[src/hw/rtl/a2s_pkg.sv]
package a2s_pkg;

  localparam int unsigned NUM_ESC_KEYS = 13;

  localparam logic [7:0] EXEC_CODE = 8'hB2;
  localparam logic [7:0] CARET     = 8'h5E;
  localparam logic [7:0] CH_0      = 8'h30;
  localparam logic [7:0] CH_1      = 8'h31;
  localparam logic [7:0] CH_9      = 8'h39;
  localparam logic [7:0] CH_D      = 8'h44;
  localparam logic [7:0] CH_E      = 8'h45;

  localparam logic KIND_KEY   = 1'b0;
  localparam logic KIND_PAUSE = 1'b1;

  typedef struct packed {
    logic       kind;
    logic [7:0] key_code;
    logic       parity;
    logic [3:0] pause_units;
  } res_t;

  typedef struct packed {
    logic [7:0] first_ch;
    logic [7:0] second_ch;
    logic [7:0] code;
  } esc_key_t;

  // lower half of the character rom, upper half reads as zero
  localparam logic [7:0] ROM_LO [128] = '{
    8'h00,8'hDF,8'h91,8'h00,8'h00,8'h00,8'h00,8'h93,
    8'h34,8'h00,8'h00,8'h00,8'h36,8'hB2,8'h00,8'h34,
    8'hB4,8'h00,8'h96,8'h00,8'h95,8'h00,8'h00,8'h00,
    8'h00,8'h00,8'h4F,8'hB6,8'h00,8'h00,8'h00,8'h00,
    8'h39,8'h00,8'h4C,8'h30,8'h4B,8'h00,8'h4A,8'hFA,
    8'h3A,8'hBA,8'h9D,8'h99,8'hF9,8'h9B,8'h89,8'h00,
    8'h8F,8'h4D,8'h0F,8'hCF,8'hAF,8'h2F,8'hEF,8'h6F,
    8'h7F,8'hFF,8'h88,8'hF8,8'hCE,8'h32,8'h6E,8'h0C,
    8'h70,8'h0B,8'hE9,8'hA9,8'hAB,8'hAD,8'h2B,8'hEB,
    8'h6B,8'hFD,8'h7B,8'hFB,8'h8B,8'h79,8'h69,8'h8D,
    8'h3D,8'h0D,8'h2D,8'hCB,8'hED,8'h7D,8'h29,8'hCD,
    8'hC9,8'h6D,8'h09,8'h00,8'h00,8'h00,8'h00,8'h00,
    8'h00,8'h0B,8'hE9,8'hA9,8'hAB,8'hAD,8'h2B,8'hEB,
    8'h6B,8'hFD,8'h7B,8'hFB,8'h8B,8'h79,8'h69,8'h8D,
    8'h3D,8'h0D,8'h2D,8'hCB,8'hED,8'h7D,8'h29,8'hCD,
    8'hC9,8'h6D,8'h09,8'h00,8'h00,8'h00,8'h96,8'h34
  };

  localparam esc_key_t ESC_KEYS [NUM_ESC_KEYS] = '{
    '{8'h4C, 8'h45, 8'h34},  // LE
    '{8'h52, 8'h49, 8'hB4},  // RI
    '{8'h55, 8'h50, 8'hDF},  // UP
    '{8'h44, 8'h4F, 8'h4F},  // DO
    '{8'h53, 8'h55, 8'hDE},  // SU
    '{8'h53, 8'h44, 8'h4E},  // SD
    '{8'h48, 8'h4F, 8'h36},  // HO
    '{8'h45, 8'h58, 8'hB2},  // EX
    '{8'h41, 8'h54, 8'hB6},  // AT
    '{8'h43, 8'h41, 8'h96},  // CA
    '{8'h43, 8'h50, 8'h91},  // CP
    '{8'h43, 8'h4D, 8'h93},  // CM
    '{8'h43, 8'h53, 8'h95}   // CS
  };

  function automatic logic [7:0] rom_lookup(input logic [7:0] ch);
    logic [7:0] val;
    val = ch[7] ? 8'h00 : ROM_LO[ch[6:0]];
    return val;
  endfunction

endpackage

[src/hw/rtl/a2s_if.sv]
interface a2s_in_if;
  logic       valid;
  logic       ready;
  logic [7:0] in_byte;

  modport source (output valid, output in_byte, input ready);
  modport sink   (input valid, input in_byte, output ready);
endinterface

interface a2s_out_if;
  logic       valid;
  logic       ready;
  logic       kind;
  logic [7:0] key_code;
  logic       parity;
  logic [3:0] pause_units;

  modport source (output valid, output kind, output key_code, output parity,
                  output pause_units, input ready);
  modport sink   (input valid, input kind, input key_code, input parity,
                  input pause_units, output ready);
endinterface

[src/hw/rtl/ascii_to_scan_code_translator.sv]
// ascii to keyboard scan code translator
//
// in_ch carries one received character per request (valid/ready). out_ch
// carries at most one result per character: a key scan code with its even
// parity bit (kind 0, code 00 for an execute switch) or a pause request of
// 1 to 9 units (kind 1). characters that map to nothing, escape characters
// being collected and suppressed execute codes produce no request on out_ch.
//
// a result is registered and appears on out_ch in the cycle after its
// character is taken. one character is taken per cycle while out_ch is not
// stalled; the rom lookup, the escape pair compare and the state update all
// sit between the input handshake and the single result register.
//
// reset (rst_n low, synchronous) returns to normal mode with execute
// enabled, clears the kept escape characters and empties the result register.
// when the receiver stalls, the result holds on out_ch and one more character
// is still taken if the result register drains in that same cycle; otherwise
// in_ch.ready drops until out_ch.ready returns.
module ascii_to_scan_code_translator (
  input  logic           clk,
  input  logic           rst_n,
  a2s_in_if.sink         in_ch,
  a2s_out_if.source      out_ch
);

  // escape state
  logic       esc_r,   esc_nxt;
  logic [7:0] first_r, first_nxt;
  logic [7:0] second_r, second_nxt;
  logic [1:0] cnt_r,   cnt_nxt;
  logic       exe_r,   exe_nxt;

  // result register
  logic          out_valid_r;
  a2s_pkg::res_t res_r;
  a2s_pkg::res_t res_nxt;
  logic          hit;

  logic       in_fire;
  logic [7:0] ch;
  logic [7:0] code;
  logic [7:0] f_ch;
  logic [7:0] s_ch;
  logic       pair_hit;
  logic [7:0] pair_code;

  assign ch      = in_ch.in_byte;
  assign in_ch.ready = !out_valid_r || out_ch.ready;
  assign in_fire = in_ch.valid && in_ch.ready;
  assign code    = a2s_pkg::rom_lookup(ch);

  // kept characters as they stand after this one is stored
  assign f_ch = (cnt_r == 2'd0) ? ch : first_r;
  assign s_ch = (cnt_r == 2'd1) ? ch : second_r;

  // escape pair table, searched in order, first match wins
  always_comb begin
    pair_hit  = 1'b0;
    pair_code = 8'h00;
    for (int i = 0; i < a2s_pkg::NUM_ESC_KEYS; i++) begin
      if (!pair_hit && f_ch == a2s_pkg::ESC_KEYS[i].first_ch &&
          s_ch == a2s_pkg::ESC_KEYS[i].second_ch) begin
        pair_hit  = 1'b1;
        pair_code = a2s_pkg::ESC_KEYS[i].code;
      end
    end
  end

  always_comb begin
    esc_nxt    = esc_r;
    first_nxt  = first_r;
    second_nxt = second_r;
    cnt_nxt    = cnt_r;
    exe_nxt    = exe_r;
    hit        = 1'b0;
    res_nxt.kind        = a2s_pkg::KIND_KEY;
    res_nxt.key_code    = 8'h00;
    res_nxt.parity      = 1'b0;
    res_nxt.pause_units = 4'd0;

    if (!esc_r) begin
      if (code != 8'h00) begin
        // execute code is dropped while execute is off
        if (!(code == a2s_pkg::EXEC_CODE && !exe_r)) begin
          hit              = 1'b1;
          res_nxt.key_code = code;
          res_nxt.parity   = ^code;
        end
      end else if (ch == a2s_pkg::CARET) begin
        esc_nxt = 1'b1;
        cnt_nxt = 2'd0;
      end
    end else begin
      first_nxt  = f_ch;
      second_nxt = s_ch;
      if (cnt_r == 2'd0) begin
        cnt_nxt = 2'd1;
      end else if (cnt_r == 2'd1) begin
        cnt_nxt = 2'd2;
      end
      if (ch == a2s_pkg::CARET) begin
        // closing caret, decode the kept pair
        esc_nxt = 1'b0;
        cnt_nxt = 2'd0;
        if (pair_hit) begin
          hit              = 1'b1;
          res_nxt.key_code = pair_code;
          res_nxt.parity   = ^pair_code;
        end else if (f_ch == a2s_pkg::CH_D && s_ch >= a2s_pkg::CH_1 &&
                     s_ch <= a2s_pkg::CH_9) begin
          hit                 = 1'b1;
          res_nxt.kind        = a2s_pkg::KIND_PAUSE;
          res_nxt.pause_units = s_ch[3:0];
        end else if (f_ch == a2s_pkg::CH_E &&
                     (s_ch == a2s_pkg::CH_0 || s_ch == a2s_pkg::CH_1)) begin
          // execute switch gives an empty key result
          hit     = 1'b1;
          exe_nxt = (s_ch == a2s_pkg::CH_1);
        end
      end
    end
  end

  always_ff @(posedge clk) begin
    if (!rst_n) begin
      esc_r    <= 1'b0;
      first_r  <= 8'h00;
      second_r <= 8'h00;
      cnt_r    <= 2'd0;
      exe_r    <= 1'b1;
    end else if (in_fire) begin
      esc_r    <= esc_nxt;
      first_r  <= first_nxt;
      second_r <= second_nxt;
      cnt_r    <= cnt_nxt;
      exe_r    <= exe_nxt;
    end
  end

  always_ff @(posedge clk) begin
    if (!rst_n) begin
      out_valid_r <= 1'b0;
    end else if (in_ch.ready) begin
      out_valid_r <= in_fire && hit;
    end
  end

  // payload only loads with a new result
  always_ff @(posedge clk) begin
    if (in_fire && hit) begin
      res_r <= res_nxt;
    end
  end

  assign out_ch.valid       = out_valid_r;
  assign out_ch.kind        = res_r.kind;
  assign out_ch.key_code    = res_r.key_code;
  assign out_ch.parity      = res_r.parity;
  assign out_ch.pause_units = res_r.pause_units;

endmodule

[src/flat_wrapper.sv]
// flat-port wrapper written by rule: the top's interface ports become plain ports
module ascii_to_scan_code_translator_flat 
  (clk, rst_n, in_ch_valid, in_ch_in_byte, in_ch_ready, out_ch_valid, out_ch_kind, out_ch_key_code, out_ch_parity, out_ch_pause_units, out_ch_ready);
  a2s_in_if in_ch_i ();
  a2s_out_if out_ch_i ();
  input  logic clk;
  input  logic rst_n;
  input wire logic [$bits(in_ch_i.valid)-1:0] in_ch_valid;
  input wire logic [$bits(in_ch_i.in_byte)-1:0] in_ch_in_byte;
  output wire logic [$bits(in_ch_i.ready)-1:0] in_ch_ready;
  output wire logic [$bits(out_ch_i.valid)-1:0] out_ch_valid;
  output wire logic [$bits(out_ch_i.kind)-1:0] out_ch_kind;
  output wire logic [$bits(out_ch_i.key_code)-1:0] out_ch_key_code;
  output wire logic [$bits(out_ch_i.parity)-1:0] out_ch_parity;
  output wire logic [$bits(out_ch_i.pause_units)-1:0] out_ch_pause_units;
  input wire logic [$bits(out_ch_i.ready)-1:0] out_ch_ready;
  assign in_ch_i.valid = in_ch_valid;
  assign in_ch_i.in_byte = in_ch_in_byte;
  assign in_ch_ready = in_ch_i.ready;
  assign out_ch_valid = out_ch_i.valid;
  assign out_ch_kind = out_ch_i.kind;
  assign out_ch_key_code = out_ch_i.key_code;
  assign out_ch_parity = out_ch_i.parity;
  assign out_ch_pause_units = out_ch_i.pause_units;
  assign out_ch_i.ready = out_ch_ready;
  ascii_to_scan_code_translator u_core (.clk(clk), .rst_n(rst_n), .in_ch(in_ch_i), .out_ch(out_ch_i));
endmodule
[config.mk]
export PLATFORM = sky130hd
export DESIGN_NAME = ascii_to_scan_code_translator_flat
export DESIGN_NICKNAME = d
export VERILOG_FILES = /design/src/hw/rtl/a2s_pkg.sv /design/src/hw/rtl/a2s_if.sv /design/src/hw/rtl/ascii_to_scan_code_translator.sv /design/src/flat_wrapper.sv
export SDC_FILE = /design/constraint.sdc
export NUM_CORES = 1
export LEC_CHECK = 0
export BUFFER_PORTS_ARGS = -buffer_cell sky130_fd_sc_hd__buf_2
export CORE_MARGIN = 2
export CORE_UTILIZATION = 25
export CTS_CLUSTER_SIZE = 10
export DETAILED_ROUTE_END_ITERATION = 6
export PLACE_DENSITY = 0.47
export SLEW_MARGIN = 20
export SYNTH_ARGS = -nofsm -noshare
export SYNTH_HDL_FRONTEND = slang
export SYNTH_SLANG_ARGS = --single-unit
export TNS_END_PERCENT = 100
[constraint.sdc]
create_clock -name clk -period 4.2 [get_ports clk]
set_input_delay 0.84 -clock clk [delete_from_list [all_inputs] [get_ports clk]]
set_output_delay 0.84 -clock clk [all_outputs]
set_load 0.1 [all_outputs]
==> flow_metrics.py <==
metrics = {
    "timing": {
        "whs_ns": 0.463,
        "slew_headroom": 0.294,
        "min_period_over_period": 0.880,
        "finClkSkew_ns": 0.00805,
        "hold_viol": 0,
        "fin_crit_ns": 3.70,
        "worst_slew_pin_slew_ns": 1.06,
        "tns_ns": 0,
        "setup_viol": 0,
        "grt_setup_unrepaired": "false",
        "slew_viol_final": 0,
        "fmax_mhz": 270,
        "layout_setup_ws_ns": 0.503,
    },
    "placement": {
        "dp_hpwl_microns": 9520,
        "dp_slack_ns": 0.210,
        "postPlaceCellArea_sq_um": 4090,
        "gp_congestion": 0.907,
        "port_buffers": 27,
    },
    "status": {
        "status": "finished clean",
    },
    "global_routing": {
        "antenna_found_initial": 0,
        "grt_pass1_vias": 3589,
        "grt_pass1_wl_microns": 20000,
        "grt_max_degree": 41,
        "gr-total-overflow": 0,
        "grtUsageTotal": 0.158,
    },
    "floorplan": {
        "io-pin-count": 28,
        "initial_core_util": 0.258,
        "die_h_microns": 124,
        "die_w_microns": 124,
        "fp.dieArea_sq_um": 15400,
        "rows": 43,
        "core_sq_um": 14000,
    },
    "job": {
        "cap_violations": 0,
    },
    "route": {
        "finalWirelength_microns": 12400,
        "route.vias.total": 3868,
        "route.met3.wl_microns": 1120,
        "drt-pass1-iter-count": 6,
        "ant_nets": 0,
        "first_iter_violations": 507,
        "top_layer": "met4",
        "wire_per_inst_microns": 17.7,
        "met2WireLength_microns": 5320,
        "via_per_inst": 5.54,
        "drc": 0,
        "wl_met1_microns": 5780,
    },
    "synth": {
        "synth-main-ff-cell": "dfxtp_1",
        "synthTopCellsByArea": "dfxtp_1 12%, edfxtp_1 12%, nand2_1 6.2%, o21ai_0 5.3%, ha_1 5.2%",
        "synth-adder-area-share": 0.0520,
        "ys_types": 74,
        "synth.area.mux_share": 0.0353,
        "synth_top_family_by_area": "compound AO/OA/AOI/OAI gates",
        "async_flop_share": 0,
        "synthTopCellsByCount": "60 x nand2_1, 41 x nor2_1, 38 x o21ai_0",
        "synth_top_area_cell": "dfxtp_1",
        "synth_edf_count": 14,
        "syn_area_sq_um": 3610,
        "synth.yosys.seq_area_share": 0.233,
        "synth_compound_area_frac": 0.309,
        "ys_ff_latch": 35,
        "synth.avg_cell_area_sq_um": 7.45,
        "synth_xor_area_frac": 0.0170,
        "yosysWarnings": 0,
        "synthSimpleGateAreaFrac": 0.282,
        "syn_inst": 485,
        "yosysMostFrequentCell": "nand2_1",
        "synth_top_cell_area_share": 0.116,
        "synth_fp_nets": 512,
    },
    "worst_hold_path": {
        "hold_class": "register to register",
    },
    "clock_tree": {
        "clk_latency_ns": 0.28,
        "postCtsSetupBuffers": 0,
        "cts_tree": "built",
        "cts_hold_buf": 0,
        "cts_sinks": 35,
        "clk_pin_slew_ns": 0.05,
        "htree_num_levels": 2,
        "cts_root_buffer": "clkbuf_16",
        "numCtsBuffers": 5,
        "cts-resized-gates": 0,
        "cts_max_path_buffers": 2,
    },
    "finish": {
        "final_nets": 544,
        "area_delta_synth_final_pct": 17.2,
        "final_area_sq_um": 4240,
        "antennaDiodeCount": 0,
        "utilization": 0.303,
        "final_layout_size_suffix_gt1_frac": 0.176,
    },
    "power": {
        "powerDensity_nw_per_um2": 261,
        "ir_drop_v": 0.000150,
        "leakage_nw": 1.65,
    },
    "setup_path": {
        "path_class": "input port to register",
        "cp.arrival_ns": 3.69,
        "cp-end-kind": "register",
        "cp_max_fo": 14,
        "cp-start-kind": "input port",
        "cp.required_ns": 4.19,
    },
}
cell families after synthesis:
logic type | after synthesis
flip-flops | 35
XOR/XNOR | 7
AND/OR/NAND/NOR | 196
buffers and inverters | 57
multiplexers | 12
AO/OA/AOI/OAI | 163
adder cells (fa/ha/maj) | 15
cell usage in the layout (no fill, tap or decap), types with 6 or more instances in the layout:
master	count
a21boi_0	11
edfxtp_1	14
mux2i_1	10
o21ai_0	38
dfxtp_1	21
nand3_1	25
nand4_1	7
nor2_1	41
buf_4	33
a31oi_1	7
a21oi_1	34
a211oi_1	10
nand2_1	60
nor3_1	7
nor2b_1	6
inv_1	17
nor4_1	6
nand2b_1	6
ha_1	15
o22ai_1	11
o211a_1	6
buf_2	27
report_power, final:
group | switching [mW] | leakage, nW | total (mW) | internal (mW)
Sequential | 0.00296 | 0.307 | 0.377 | 0.374
Combinational | 0.269 | 1.28 | 0.373 | 0.104
Clock | 0.136 | 0.0669 | 0.355 | 0.218
flip-flops by register name, summed over array words and instances (netlist names), 2 cells and up:
register                   flops
u_core.cnt_r                   2
u_core.first_r                 8
u_core.out_ch.key_code         8
u_core.out_ch.pause_units      4
u_core.second_r                8
path summary, 6_finish.rpt:
kind | from | to | slack [ns] | depth (start not counted)
worst max register to register | u_core.cnt_r[0]$_SDFFE_PN0P_ | u_core.out_ch.pause_units[1]$_SDFFCE_PP0P_ | 0.56 | 9
worst max-delay path | in_ch_in_byte[0] | u_core.out_ch.pause_units[1]$_SDFFCE_PP0P_ | 0.50 | 16
worst min register to register | u_core.first_r[5]$_SDFFE_PN0P_ | u_core.first_r[5]$_SDFFE_PN0P_ | 0.46 | 2
worst min-delay path | u_core.first_r[5]$_SDFFE_PN0P_ | u_core.first_r[5]$_SDFFE_PN0P_ | 0.46 | 2
final cells by class:
cell class                 count  area [sq um]
inverter                      19          71.3
clock inverter                 2          12.5
clock buffer                   6           129
timing repair buffer          63           443
multi-input combinational    393          2510
fill                        1529          9750
sequential                    35           841
tap                          180           225
per-layer routing:
layer,up-vias,GRT usage
li1,1859,-
met5,-,0
met4,0,0.0330
met2,176,0.230
met3,17,0.0460
met1,1816,0.229
metrics by stage:
stage | total power [mW] | cells
floorplan | 0.654 | 485
global placement | 0.756 | 690
detailed placement | 0.754 | 690
CTS | 1.11 | 698
global route | 1.16 | 698
finish | 1.10 | 698
worst max-delay path: stages:
cell      delay, ns
buf_2          0.14
inv_1          0.08
buf_4          0.15
ha_1           0.37
inv_1          0.15
o21ai_0        0.20
a311oi_1       0.11
a211o_1        0.29
a21oi_1        0.27
inv_1          0.10
ha_1           0.21
and4_1         0.21
nor2_1         0.08
o21ai_0        0.13
a21oi_2        0.19
buf_12         0.16
(Power assumes the default switching activity.)
